File: config.mk
export PLATFORM = sky130hd
export DESIGN_NAME = biquad_lowpass_multichannel_unit
export DESIGN_NICKNAME = d
export VERILOG_FILES = /design/src/design/bqlp_pkg.sv /design/src/design/bqlp_seq.sv /design/src/design/bqlp_dp.sv /design/src/design/biquad_lowpass_multichannel_unit.sv
export VERILOG_INCLUDE_DIRS = /design/src /design/src/design
export SDC_FILE = /design/constraint.sdc
export NUM_CORES = 2
export LEC_CHECK = 0
export BUFFER_PORTS_ARGS = -buffer_cell sky130_fd_sc_hd__buf_2
export CAP_MARGIN = 40
export CORE_MARGIN = 5
export CORE_UTILIZATION = 50
export CTS_CLUSTER_DIAMETER = 200
export DETAILED_ROUTE_END_ITERATION = 12
export HOLD_SLACK_MARGIN = 0.02
export PLACE_DENSITY = 0.64
export SYNTH_ARGS = -nofsm -noshare
export SYNTH_HDL_FRONTEND = slang
export SYNTH_SLANG_ARGS = --single-unit
export TNS_END_PERCENT = 1
File: constraint.sdc
create_clock -name clk -period 12.6 [get_ports clk]
set_input_delay 3.78 -clock clk [delete_from_list [all_inputs] [get_ports clk]]
set_output_delay 3.78 -clock clk [all_outputs]
set_load 0.05 [all_outputs]
File: src/design/assert_macros.svh
// Assertion macros shared by the RTL files.
`ifndef ASSERT_MACROS_SVH
`define ASSERT_MACROS_SVH

// same-cycle implication
`define ASSERT_NOW(label, clk, rst_n, ante, cons) \
  label: assert property (@(posedge clk) disable iff (!rst_n) (ante) |-> (cons)) \
    else $error("assertion failed");

// next-cycle implication
`define ASSERT_NEXT(label, clk, rst_n, ante, cons) \
  label: assert property (@(posedge clk) disable iff (!rst_n) (ante) |=> (cons)) \
    else $error("assertion failed");

`endif

File: src/design/bqlp_pkg.sv
// Package: constants, types and microcode ROM of the biquad low-pass unit.
package bqlp_pkg;

  localparam int CHANNELS   = 9;
  localparam int STATE_BITS = 40;

  localparam int CHAN_W   = 4;
  localparam int SAMPLE_W = 16;
  localparam int COEF_W   = 24;
  localparam int SPLIT    = 24;
  localparam int W_FRAC   = 16;
  localparam int IDX_W    = (CHANNELS > 1) ? $clog2(CHANNELS) : 1;

  // s = w0 + 2*w1 + w2
  localparam int SUM_W  = STATE_BITS + 3;
  localparam int MB_W   = (SUM_W - SPLIT > SPLIT + 1) ? SUM_W - SPLIT : SPLIT + 1;
  localparam int PROD_W = COEF_W + MB_W;
  localparam int ACC_W  = STATE_BITS + 27;
  localparam int W0_SH  = 22;
  localparam int W0F_W  = ACC_W - W0_SH;
  localparam int Y_SH   = 38;
  localparam int Y_W    = ACC_W - Y_SH;

  localparam int PC_W = 4;
  localparam logic [PC_W-1:0] PC_ENTRY = 4'd0;
  localparam logic [PC_W-1:0] PC_FIN   = 4'd10;

  typedef enum logic [1:0] {
    REG_ENABLE = 2'd0,
    REG_B0     = 2'd1,
    REG_A1     = 2'd2,
    REG_A2     = 2'd3
  } reg_idx_t;

  typedef enum logic [1:0] {
    CA_A1,
    CA_A2,
    CA_B0
  } coef_sel_t;

  typedef enum logic [2:0] {
    OB_W1LO,
    OB_W1HI,
    OB_W2LO,
    OB_W2HI,
    OB_SLO,
    OB_SHI
  } opnd_sel_t;

  typedef enum logic [2:0] {
    ACC_HOLD,
    ACC_INIT_X,
    ACC_INIT_RND,
    ACC_SUB,
    ACC_ADD
  } acc_op_t;

  typedef enum logic [1:0] {
    JC_NONE,
    JC_BYPASS,
    JC_OUT_BUSY
  } jcond_t;

  typedef struct packed {
    coef_sel_t       mul_a;
    opnd_sel_t       mul_b;
    acc_op_t         acc_op;
    logic            acc_hi;
    logic            ld_w0;
    logic            ld_s;
    jcond_t          cond;
    logic [PC_W-1:0] target;
    logic            last;
  } ucode_t;

  typedef struct packed {
    logic bypass;
    logic out_busy;
  } seq_status_t;

  typedef struct packed {
    logic [CHAN_W-1:0]          channel;
    logic signed [SAMPLE_W-1:0] filtered;
    logic                       clipped;
    logic                       guard_hit;
  } result_t;

  function automatic ucode_t ucode_rom(input logic [PC_W-1:0] pc);
    ucode_t uc;
    uc = '0;
    uc.mul_a  = CA_A1;
    uc.mul_b  = OB_W1LO;
    uc.acc_op = ACC_HOLD;
    uc.cond   = JC_NONE;
    case (pc)
      4'd0: begin
        uc.acc_op = ACC_INIT_X;
        uc.cond   = JC_BYPASS;
        uc.target = PC_FIN;
      end
      4'd1: begin
        uc.mul_b  = OB_W1HI;
        uc.acc_op = ACC_SUB;
      end
      4'd2: begin
        uc.mul_a  = CA_A2;
        uc.mul_b  = OB_W2LO;
        uc.acc_op = ACC_SUB;
        uc.acc_hi = 1'b1;
      end
      4'd3: begin
        uc.mul_a  = CA_A2;
        uc.mul_b  = OB_W2HI;
        uc.acc_op = ACC_SUB;
      end
      4'd4: begin
        uc.acc_op = ACC_SUB;
        uc.acc_hi = 1'b1;
      end
      4'd5: begin
        uc.ld_w0 = 1'b1;
      end
      4'd6: begin
        uc.ld_s   = 1'b1;
        uc.acc_op = ACC_INIT_RND;
      end
      4'd7: begin
        uc.mul_a = CA_B0;
        uc.mul_b = OB_SLO;
      end
      4'd8: begin
        uc.mul_a  = CA_B0;
        uc.mul_b  = OB_SHI;
        uc.acc_op = ACC_ADD;
      end
      4'd9: begin
        uc.acc_op = ACC_ADD;
        uc.acc_hi = 1'b1;
      end
      PC_FIN: begin
        uc.cond   = JC_OUT_BUSY;
        uc.target = PC_FIN;
        uc.last   = 1'b1;
      end
      default: begin
        uc.last = 1'b1;
      end
    endcase
    return uc;
  endfunction

endpackage

File: src/design/bqlp_seq.sv
// Microcode sequencer: step counter, control ROM and conditional jumps.
`include "assert_macros.svh"

module bqlp_seq (
  input  logic                 clk,
  input  logic                 rst_n,
  input  logic                 start,
  input  bqlp_pkg::seq_status_t status,
  output bqlp_pkg::ucode_t     ctl,
  output logic                 busy,
  output logic                 emit
);

  logic                        busy_r, busy_nxt;
  logic [bqlp_pkg::PC_W-1:0]   pc_r, pc_nxt;
  bqlp_pkg::ucode_t            uc;
  logic                        take_jump;

  always_comb begin
    uc = bqlp_pkg::ucode_rom(pc_r);
    case (uc.cond)
      bqlp_pkg::JC_BYPASS:   take_jump = status.bypass;
      bqlp_pkg::JC_OUT_BUSY: take_jump = status.out_busy;
      default:               take_jump = 1'b0;
    endcase
  end

  // next step
  always_comb begin
    busy_nxt = busy_r;
    pc_nxt   = pc_r;
    if (!busy_r) begin
      if (start) begin
        busy_nxt = 1'b1;
        pc_nxt   = bqlp_pkg::PC_ENTRY;
      end
    end else if (take_jump) begin
      pc_nxt = uc.target;
    end else if (uc.last) begin
      busy_nxt = 1'b0;
      pc_nxt   = bqlp_pkg::PC_ENTRY;
    end else begin
      pc_nxt = pc_r + 1'b1;
    end
  end

  // control outputs
  always_comb begin
    ctl  = busy_r ? uc : '0;
    busy = busy_r;
    emit = busy_r && uc.last && !take_jump;
  end

  always_ff @(posedge clk) begin
    if (!rst_n) begin
      busy_r <= 1'b0;
      pc_r   <= bqlp_pkg::PC_ENTRY;
    end else begin
      busy_r <= busy_nxt;
      pc_r   <= pc_nxt;
    end
  end

  `ASSERT_NEXT(a_emit_ends, clk, rst_n, emit, !busy_r)
  `ASSERT_NOW(a_idle_pc, clk, rst_n, !busy_r, pc_r == bqlp_pkg::PC_ENTRY)

endmodule

File: src/design/bqlp_dp.sv
// Datapath: history file, shared multiplier, accumulator and result shaping.
`include "assert_macros.svh"

module bqlp_dp (
  input  logic                                 clk,
  input  logic                                 rst_n,
  input  logic                                 start,
  input  logic [bqlp_pkg::CHAN_W-1:0]          in_channel,
  input  logic signed [bqlp_pkg::SAMPLE_W-1:0] in_sample,
  input  logic                                 enable,
  input  logic signed [bqlp_pkg::COEF_W-1:0]   coef_b0,
  input  logic signed [bqlp_pkg::COEF_W-1:0]   coef_a1,
  input  logic signed [bqlp_pkg::COEF_W-1:0]   coef_a2,
  input  bqlp_pkg::ucode_t                     ctl,
  input  logic                                 emit,
  output logic                                 bypass,
  output bqlp_pkg::result_t                    res
);

  localparam int SB = bqlp_pkg::STATE_BITS;
  localparam int SP = bqlp_pkg::SPLIT;

  logic [SB-1:0] hist1_r [bqlp_pkg::CHANNELS];
  logic [SB-1:0] hist2_r [bqlp_pkg::CHANNELS];

  logic [bqlp_pkg::CHAN_W-1:0]          ch_r;
  logic [bqlp_pkg::IDX_W-1:0]           idx_r, idx_nxt;
  logic signed [bqlp_pkg::SAMPLE_W-1:0] x_r;
  logic                                 bypass_r, bypass_nxt;
  logic signed [SB-1:0]                 w1_r, w2_r, w0_r, w0_nxt;
  logic                                 guard_r;
  logic signed [bqlp_pkg::SUM_W-1:0]    s_r;
  logic signed [bqlp_pkg::PROD_W-1:0]   prod_r, prod_nxt;
  logic signed [bqlp_pkg::ACC_W-1:0]    acc_r, acc_nxt, addend;
  logic signed [bqlp_pkg::COEF_W-1:0]   ma;
  logic signed [bqlp_pkg::MB_W-1:0]     mb;
  logic signed [bqlp_pkg::W0F_W-1:0]    w0_full;
  logic                                 ovf;
  logic signed [SB-1:0]                 x_state;
  logic signed [bqlp_pkg::Y_W-1:0]      y_full;
  logic signed [bqlp_pkg::SAMPLE_W-1:0] y_sat;
  logic                                 clip;

  localparam logic signed [bqlp_pkg::Y_W-1:0] YMAX = bqlp_pkg::Y_W'(32767);
  localparam logic signed [bqlp_pkg::Y_W-1:0] YMIN = -bqlp_pkg::Y_W'(32768);

  always_comb begin
    bypass_nxt = !enable || (32'(in_channel) >= bqlp_pkg::CHANNELS);
    idx_nxt    = bypass_nxt ? '0 : in_channel[bqlp_pkg::IDX_W-1:0];
  end

  // operand select for the shared multiplier
  always_comb begin
    case (ctl.mul_a)
      bqlp_pkg::CA_A2: ma = coef_a2;
      bqlp_pkg::CA_B0: ma = coef_b0;
      default:         ma = coef_a1;
    endcase
    case (ctl.mul_b)
      bqlp_pkg::OB_W1HI: mb = bqlp_pkg::MB_W'($signed(w1_r[SB-1:SP]));
      bqlp_pkg::OB_W2LO: mb = bqlp_pkg::MB_W'({1'b0, w2_r[SP-1:0]});
      bqlp_pkg::OB_W2HI: mb = bqlp_pkg::MB_W'($signed(w2_r[SB-1:SP]));
      bqlp_pkg::OB_SLO:  mb = bqlp_pkg::MB_W'({1'b0, s_r[SP-1:0]});
      bqlp_pkg::OB_SHI:  mb = bqlp_pkg::MB_W'($signed(s_r[bqlp_pkg::SUM_W-1:SP]));
      default:           mb = bqlp_pkg::MB_W'({1'b0, w1_r[SP-1:0]});
    endcase
    prod_nxt = bqlp_pkg::PROD_W'(ma) * bqlp_pkg::PROD_W'(mb);
  end

  always_comb begin
    addend = ctl.acc_hi ? (bqlp_pkg::ACC_W'(prod_r) <<< SP) : bqlp_pkg::ACC_W'(prod_r);
    case (ctl.acc_op)
      bqlp_pkg::ACC_INIT_X:
        acc_nxt = (bqlp_pkg::ACC_W'(x_r) <<< bqlp_pkg::Y_SH) +
                  (bqlp_pkg::ACC_W'(1) <<< (bqlp_pkg::W0_SH - 1));
      bqlp_pkg::ACC_INIT_RND: acc_nxt = bqlp_pkg::ACC_W'(1) <<< (bqlp_pkg::Y_SH - 1);
      bqlp_pkg::ACC_SUB:      acc_nxt = acc_r - addend;
      bqlp_pkg::ACC_ADD:      acc_nxt = acc_r + addend;
      default:                acc_nxt = acc_r;
    endcase
  end

  // w0 with state overflow guard
  always_comb begin
    w0_full = acc_r[bqlp_pkg::ACC_W-1:bqlp_pkg::W0_SH];
    ovf     = !((&w0_full[bqlp_pkg::W0F_W-1:SB-1]) || !(|w0_full[bqlp_pkg::W0F_W-1:SB-1]));
    x_state = SB'(x_r) <<< bqlp_pkg::W_FRAC;
    w0_nxt  = ovf ? x_state : w0_full[SB-1:0];
  end

  // rounded output with saturation
  always_comb begin
    y_full = acc_r[bqlp_pkg::ACC_W-1:bqlp_pkg::Y_SH];
    clip   = 1'b1;
    if (y_full > YMAX) begin
      y_sat = 16'sh7fff;
    end else if (y_full < YMIN) begin
      y_sat = -16'sh8000;
    end else begin
      y_sat = y_full[bqlp_pkg::SAMPLE_W-1:0];
      clip  = 1'b0;
    end
    res.channel   = ch_r;
    res.filtered  = bypass_r ? x_r : y_sat;
    res.clipped   = !bypass_r && clip;
    res.guard_hit = !bypass_r && guard_r;
    bypass        = bypass_r;
  end

  always_ff @(posedge clk) begin
    if (!rst_n) begin
      bypass_r <= 1'b1;
    end else if (start) begin
      bypass_r <= bypass_nxt;
    end
  end

  always_ff @(posedge clk) begin
    if (start) begin
      ch_r  <= in_channel;
      x_r   <= in_sample;
      idx_r <= idx_nxt;
      w1_r  <= hist1_r[idx_nxt];
      w2_r  <= hist2_r[idx_nxt];
    end
    prod_r <= prod_nxt;
    acc_r  <= acc_nxt;
    if (ctl.ld_w0) begin
      w0_r    <= w0_nxt;
      guard_r <= ovf;
    end
    if (ctl.ld_s) begin
      s_r <= bqlp_pkg::SUM_W'(w0_r) + (bqlp_pkg::SUM_W'(w1_r) <<< 1) + bqlp_pkg::SUM_W'(w2_r);
    end
  end

  always_ff @(posedge clk) begin
    if (!rst_n) begin
      for (int i = 0; i < bqlp_pkg::CHANNELS; i++) begin
        hist1_r[i] <= '0;
        hist2_r[i] <= '0;
      end
    end else if (emit && !bypass_r) begin
      hist2_r[idx_r] <= hist1_r[idx_r];
      hist1_r[idx_r] <= w0_r;
    end
  end

  `ASSERT_NEXT(a_guard_load, clk, rst_n, ctl.ld_w0 && ovf, guard_r && (w0_r == $past(x_state)))

endmodule

File: src/design/biquad_lowpass_multichannel_unit.sv
// Top level: configuration registers, stream ports and output register.
//
// Second-order low-pass biquad (direct form II) shared by nine channels.
// Each input transaction carries a channel and a signed 16-bit sample; the
// channel selects its own pair of 40-bit delay words. Coefficients b0, a1,
// a2 are signed Q2.22 (b1 = 2*b0, b2 = b0) and written over the APB port;
// the user must write them only while the unit is idle; the unit does not
// enforce this. For a filtered sample, a 11-step microcode program drives
// one shared 24x25 multiplier through six products and the accumulator.
// With the filter disabled or a channel out of range the sample passes
// through and no history changes. The next input is taken in the cycle
// after a result is emitted. A finished result waits in the output
// register, so the next input can be taken while it is pending; a new
// result that finds it still full holds the sequencer until out_tready.
module biquad_lowpass_multichannel_unit (
  input  logic        clk,
  input  logic        rst_n,
  input  logic        in_tvalid,
  output logic        in_tready,
  input  logic [23:0] in_tdata,   // [3:0] channel, [19:4] sample
  output logic        out_tvalid,
  input  logic        out_tready,
  output logic [23:0] out_tdata,  // [3:0] channel_out, [19:4] filtered
  output logic [1:0]  out_tuser,  // [0] clipped, [1] guard_hit
  input  logic        cfg_psel,
  input  logic        cfg_penable,
  input  logic        cfg_pwrite,
  input  logic [3:0]  cfg_paddr,
  input  logic [31:0] cfg_pwdata,
  output logic [31:0] cfg_prdata,
  output logic        cfg_pready
);

  logic                               enable_r;
  logic signed [bqlp_pkg::COEF_W-1:0] b0_r, a1_r, a2_r;
  bqlp_pkg::reg_idx_t                 cfg_idx;
  logic                               cfg_wr;

  logic                  start, busy, emit;
  bqlp_pkg::ucode_t      ctl;
  bqlp_pkg::seq_status_t status;
  bqlp_pkg::result_t     res, out_r;
  logic                  out_valid_r, out_valid_nxt;
  logic                  bypass;

  assign cfg_pready = 1'b1;
  assign cfg_idx    = bqlp_pkg::reg_idx_t'(cfg_paddr[3:2]);
  assign cfg_wr     = cfg_psel && cfg_penable && cfg_pwrite && cfg_pready;

  always_comb begin
    case (cfg_idx)
      bqlp_pkg::REG_ENABLE: cfg_prdata = {31'd0, enable_r};
      bqlp_pkg::REG_B0:     cfg_prdata = {8'd0, b0_r};
      bqlp_pkg::REG_A1:     cfg_prdata = {8'd0, a1_r};
      bqlp_pkg::REG_A2:     cfg_prdata = {8'd0, a2_r};
      default:              cfg_prdata = '0;
    endcase
  end

  always_ff @(posedge clk) begin
    if (!rst_n) begin
      enable_r <= 1'b0;
      b0_r     <= '0;
      a1_r     <= '0;
      a2_r     <= '0;
    end else if (cfg_wr) begin
      case (cfg_idx)
        bqlp_pkg::REG_ENABLE: enable_r <= cfg_pwdata[0];
        bqlp_pkg::REG_B0:     b0_r     <= cfg_pwdata[bqlp_pkg::COEF_W-1:0];
        bqlp_pkg::REG_A1:     a1_r     <= cfg_pwdata[bqlp_pkg::COEF_W-1:0];
        bqlp_pkg::REG_A2:     a2_r     <= cfg_pwdata[bqlp_pkg::COEF_W-1:0];
        default: ;
      endcase
    end
  end

  assign in_tready       = !busy;
  assign start           = in_tvalid && in_tready;
  assign status.bypass   = bypass;
  assign status.out_busy = out_valid_r && !out_tready;

  bqlp_seq u_seq (
    .clk    (clk),
    .rst_n  (rst_n),
    .start  (start),
    .status (status),
    .ctl    (ctl),
    .busy   (busy),
    .emit   (emit)
  );

  bqlp_dp u_dp (
    .clk        (clk),
    .rst_n      (rst_n),
    .start      (start),
    .in_channel (in_tdata[3:0]),
    .in_sample  (in_tdata[19:4]),
    .enable     (enable_r),
    .coef_b0    (b0_r),
    .coef_a1    (a1_r),
    .coef_a2    (a2_r),
    .ctl        (ctl),
    .emit       (emit),
    .bypass     (bypass),
    .res        (res)
  );

  always_comb begin
    out_valid_nxt = out_valid_r;
    if (emit) begin
      out_valid_nxt = 1'b1;
    end else if (out_tready) begin
      out_valid_nxt = 1'b0;
    end
  end

  always_ff @(posedge clk) begin
    if (!rst_n) begin
      out_valid_r <= 1'b0;
    end else begin
      out_valid_r <= out_valid_nxt;
    end
  end

  always_ff @(posedge clk) begin
    if (emit) begin
      out_r <= res;
    end
  end

  assign out_tvalid = out_valid_r;
  assign out_tdata  = {4'd0, out_r.filtered, out_r.channel};
  assign out_tuser  = {out_r.guard_hit, out_r.clipped};

endmodule
== Yosys cells after proc, flatten, opt, wreduce, memory -nomap -nowiden ==
Memories as Yosys holds them, arrays and structs flattened. A register that Yosys moved wholly into a read port is not among the register bits.
Index checks and enable logic that the tools add are counted.

* $add $sub $neg: 6
* $mul: 1
* Divide/modulo/power cells: 0
* $lt $le $gt $ge: 3
* Equal/unequal tests: 26
* Shift-type cells: 0
* Muxes and demuxes: 43
* Bitwise logic cells: 0
* Reductions and logical operators: 37

{| class="wikitable"
|+ Operators by type and width
! operator !! number
|-
| $pmux 67 s4 || 1
|-
| $pmux 32 s4 || 1
|-
| $pmux 25 s5 || 1
|-
| $mux 40 || 3
|-
| $reduce_or 40->1 || 2
|-
| $add 67x67->67 || 1
|-
| $mux 67 || 1
|-
| $sub 67x67->67 || 1
|-
| $add 54x23->55 const B || 1
|-
| $mul 24x25->49 || 1
|-
| $mux 16 || 3
|-
| $pmux 24 s2 || 1
|-
| $add 42x40->43 || 1
|-
| $add 40x41->42 || 1
|-
| $mux 4 || 8
|-
| $gt 29x16->1 const B || 1
|-
| $lt 29x16->1 const B || 1
|-
| $mux 1 || 18
|-
| $mux 18 || 1
|-
| $eq 4x3->1 const B || 4
|-
| $pmux 3 s5 || 1
|-
| $eq 3x2->1 const B || 4
|-
| $eq 4x4->1 const B || 3
|-
| $pmux 3 s4 || 1
|-
| other kinds (25) || 55
|}

* Bits in registers: 326
* Bits in latches: 0
* Memory bits (writable): 720
* Bits in read-only memories: 0
* Input bits: 67
* Output and inout bits: 61
* Logic and storage cells: 139
* Memories: 2

{| class="wikitable"
|+ Memories
! memory !! words !! bits a word !! rd ports !! clocked after Yosys merged registers in !! wr ports !! line !! text
|-
| u_dp.hist1_r || 9 || 40 || 2 || 2 || 9 || bqlp_dp.sv:23 || <nowiki>logic [SB-1:0] hist1_r [bqlp_pkg::CHANNELS];</nowiki>
|-
| u_dp.hist2_r || 9 || 40 || 1 || 1 || 9 || bqlp_dp.sv:24 || <nowiki>logic [SB-1:0] hist2_r [bqlp_pkg::CHANNELS];</nowiki>
|}

== Longest topological paths before layout ==
* Word-level depth: 12
* Depth in mapped cells: 39
* Mapped depth without buffers: 36

== Hierarchy ==
Synthesis repeated with hierarchy kept, for this count alone.

* Cell total of the unflattened synthesis: 8730
* Area total of the unflattened synthesis: 95594.2 µm²

{| class="wikitable"
|+ By module, submodules not included
! module !! instances !! cells each !! area an instance (µm²) !! sequential area each (µm²)
|-
| bqlp_dp || 1 || 8280 || 90864.6 || 39968.3
|-
| biquad_lowpass_multichannel_unit || 1 || 366 || 4068.9 || 2142.1
|-
| bqlp_seq || 1 || 84 || 660.6 || 100.1
|}

== Worst setup path after synthesis ==
OpenSTA, ideal clock, no wires.

* Path type: input to register
* Start point: input out_tready
* End point: memory u_dp.hist1_r[9][0] (netlist bit), enable pin
* Setup time: 0.519 ns
* Arrival: 8.704 ns
* Data required time: 12.081 ns
* Slack: 3.377 ns
* Cell stages on the path: 8
* Buffers on the path: 0
* Cell sequence: nor2b_1 a22o_1 nand2_1 and3_1 and3b_1 nor2b_1 nand2_1 nor2_1

{| class="wikitable"
|+ RTL lines
! item !! line !! text
|-
| from (decl) || biquad_lowpass_multichannel_unit.sv:22 || <nowiki>input logic out_tready,</nowiki>
|-
| to (decl) || bqlp_dp.sv:23 ||
|}

== Final worst setup path ==
* Start point: register u_seq.pc_r[0] (netlist bit)
* End point: register u_dp.prod_r[42] (netlist bit)

* Word-level cells in the longest chain between the ends: 7
* Elaborated cells between the ends (all ways): 20
* Classes of those cells: mul (1); eq/ne (12); mux (5); reduce/logical (2)

{| class="wikitable"
|+ Ends and longest elaborated chain
! item !! line !! text
|-
| from (decl) || bqlp_seq.sv:15 || <nowiki>logic [bqlp_pkg::PC_W-1:0] pc_r, pc_nxt;</nowiki>
|-
| from (signal assigned) || bqlp_seq.sv:57 || <nowiki>pc_r <= bqlp_pkg::PC_ENTRY;</nowiki>
|-
| from (signal assigned) || bqlp_seq.sv:60 || <nowiki>pc_r <= pc_nxt;</nowiki>
|-
| $eq 4x3->1, or another cell as far along || bqlp_pkg.sv:95 || <nowiki>case (pc)</nowiki>
|-
| $reduce_or 2->1 (no source line) || -- ||
|-
| $pmux 2 s2 || bqlp_pkg.sv:95 ||
|-
| $mux 18 (*) || bqlp_seq.sv:49 || <nowiki>ctl = busy_r ? uc : '0;</nowiki>
|-
| branches (longest 2 deep; another with $pmux 25 s5) || -- ||
|-
| $mul 24x25->49 (*) || bqlp_dp.sv:67 || <nowiki>prod_nxt = bqlp_pkg::PROD_W'(ma) * bqlp_pkg::PROD_W'(mb);</nowiki>
|-
| net u_dp.prod_nxt, one bit || bqlp_dp.sv:33 || <nowiki>logic signed [bqlp_pkg::PROD_W-1:0] prod_r, prod_nxt;</nowiki>
|-
| to (signal assigned) || bqlp_dp.sv:126 || <nowiki>prod_r <= prod_nxt;</nowiki>
|-
| to (decl) || bqlp_dp.sv:33 ||
|}

Mark *: on every way through the listed nets, which the timed path passes.
A chain may end at the register's enable or synchronous reset.

==> results.cfg <==
[cells_and_area]
postLayoutCoreUtil_pct = 55.3
layout_common_cells = edfxtp_1 (1317), nand2_1 (1088), nor2_1 (849), inv_1 (750), fa_1 (671)
final_common_cell = edfxtp_1
fill_cells = 16200
drive_above_1_share_pct = 11.1
nets = 9789
synthToLayoutAreaGrowth_pct = 10.0

[synthesis]
synth_seq_area_share_pct = 44.1
async_reset_ff_share_pct = 0
synth-main-ff-cell = edfxtp_1
yosys_warnings = 0
synthCells = 8860
ys_ff_latch = 1450
synth-edff-count = 1317
netlist_area_sq_um = 95600
ys_types = 97
syn_avg_cell_area_sq_um = 10.8

[timing]
relSlewSlack_pct = 32.8
finalCritPeriodShare_pct = 88.1
fin_skew_ns = 0.0634
rsz0062_at_grt = no
finalSetupViolations = 0
hold_viol = 0
setup_tns_ns = 0
worstMarginPinSlew_ns = 1.01
fin_crit_ns = 11.10
fmax_mhz = 90.1
slew_violations = 0

[placed_design]
portBuffers = 100
place_congestion = 0.955
dp_hpwl_um = 209000

[min_path]
hold_path.class = flip-flop to flip-flop

[flow_run]
drv_cap = 0

[global_routing]
grt_pass1_wl_um = 457000
grt_max_degree = 129
antenna_found_initial = 7
grt_pass1_vias = 70200
overflow = 0
gr-usage-all-layers_pct = 30.9

[floorplan]
io_pins = 128
dieArea_sq_um = 200000
chipHeight_um = 447
dieWidth_um = 447
core_sq_um = 190000
floorplan.initialDensity_pct = 50.3
rows = 160

[worst_setup_path]
critPathMaxStageDelay_ns = 0.88
cp-end-kind = flip-flop
slowest_stage = a22oi_1
cp-start-kind = flip-flop
required_ns = 13.35
r2r_slack_ns = 1.50
crit_fanout = 24
crit_arrival_ns = 11.85
crit_top_cell = fa_1
path_class = flip-flop to flip-flop

[clocking]
cts_tree = yes
clockRootBuffer = clkbuf_16
htreeDepth = 4
clk_latency_ns = 0.83
cts_buffer_depth = 3
cts_resized = 0
hold_buffers = 0
cts.clk_slew.worst_paths_ns = 0.06
cts_buffers = 160
cts.sinks = 1450
post_cts_buffers = 0

[routing]
drt_wl_total_um = 311000
drt-wirelength-per-cell_um = 27.2
first_iter_violations = 8945
firstDrtPassIters = 7
vias_per_cell = 6.20
vias = 70900
ant_nets = 0
drc = 0

[pwr]
power.leakage_nw = 42.9
irDropWorstVdd_v = 0.000134
power_density_nw_per_um2 = 142

[outcome]
status = finished, final reports clean
-- through the flow --
stage	area, sq um	power (mW)	std cells	hold WS, ns	worst slack (ns)
after floorplan	95700	8.78	8871	0.400	3.38
after global placement	98700	10.1	11100	0.403	1.76
after detailed placement	100000	10.2	11100	0.408	1.72
after CTS	105000	14.8	11400	0.421	1.68
after global routing	105000	15.5	11400	0.424	1.02
final	105000	14.9	11400	0.419	1.50
-- final timing paths --
check	start	end	cells past startpoint
min reg2reg	u_dp.ch_r[2]	out_tdata[2]	0
max	u_seq.pc_r[0]	u_dp.prod_r[42]	31
max reg2reg	u_seq.pc_r[0]	u_dp.prod_r[42]	31
min	u_dp.ch_r[2]	out_tdata[2]	0
-- layer usage --
layer  global-route usage [%]  up-vias  wire (um)
li1                         -    30600          -
met1                     43.7    35500     125000
met2                     46.5     4108     136000
met3                     7.44      702      36600
met4                     11.6        8      12700
met5                        0        -         50
-- Yosys cell counts, types with 117 or more instances --
cell / n / area [sq um]
and2_1: 253 / 1580
ha_1: 254 / 3180
clkbuf_1: 490 / 1840
dfxtp_1: 133 / 2660
mux2_2: 147 / 1660
o21ai_0: 249 / 1250
mux2i_1: 146 / 1460
inv_1: 752 / 2820
xnor2_1: 124 / 1090
nand2_1: 1107 / 4160
a21oi_1: 573 / 2870
fa_1: 671 / 13400
nor2b_1: 117 / 732
nor2_1: 858 / 3220
mux4_2: 161 / 3630
edfxtp_1: 1317 / 39500
and3_1: 266 / 1660
-- where the power goes --
part	internal (mW)	leakage, nW	switching (mW)	total [mW]
Sequential	5.52	14.0	0.259	5.78
Combinational	1.56	26.4	2.94	4.51
Clock	2.59	2.48	2.02	4.61
-- worst max-delay path: cells and delay by family, from the launching register on --
kind,cells,cell delay [ns]
xor gates and xnor gates,1,0.16
buffers and inverters,6,1.05
DFF,1,0.40
and+or+nand+nor,7,2.60
adders and majority gates,9,4.19
AOI/OAI and AO/OA,8,2.63
-- state kept, by name, summed over array words and instances (netlist names), 40 cells and up, named ones only --
signal        flops
u_dp.w2_r        40
u_dp.s_r         43
u_dp.acc_r       67
u_dp.hist2_r    400
u_dp.prod_r      49
u_dp.hist1_r    640
u_dp.w1_r        40
u_dp.w0_r        40
-- cells by family after synthesis --
logic type                 after synthesis  synth area share [%]
xor gates and xnor gates               205                  1.88
and+or+nand+nor                       2853                  13.5
muxes                                  454                  7.05
adders and majority gates              925                  17.4
buffers and inverters                 1343                  5.42
other                                    2               0.00785
DFF                                   1450                  44.1
AOI/OAI and AO/OA                     1628                  10.7
-- layout make-up --
| cell class | instances | area (sq um) | share of cell area (%) |
|---|---|---|---|
| Multi-Input combinational cell | 6078 | 48600 | 46.2 |
| Clock buffer | 200 | 4290 | 4.08 |
| Timing Repair Buffer | 354 | 3270 | 3.11 |
| Sequential cell | 1450 | 42200 | 40.1 |
| Tap cell | 2511 | 3140 | 2.99 |
| Antenna cell | 3 | 7.51 | 0.00714 |
| Inverter | 753 | 2830 | 2.69 |
| Clock inverter | 85 | 790 | 0.751 |
Note: power is estimated with default switching activity, not from simulation.
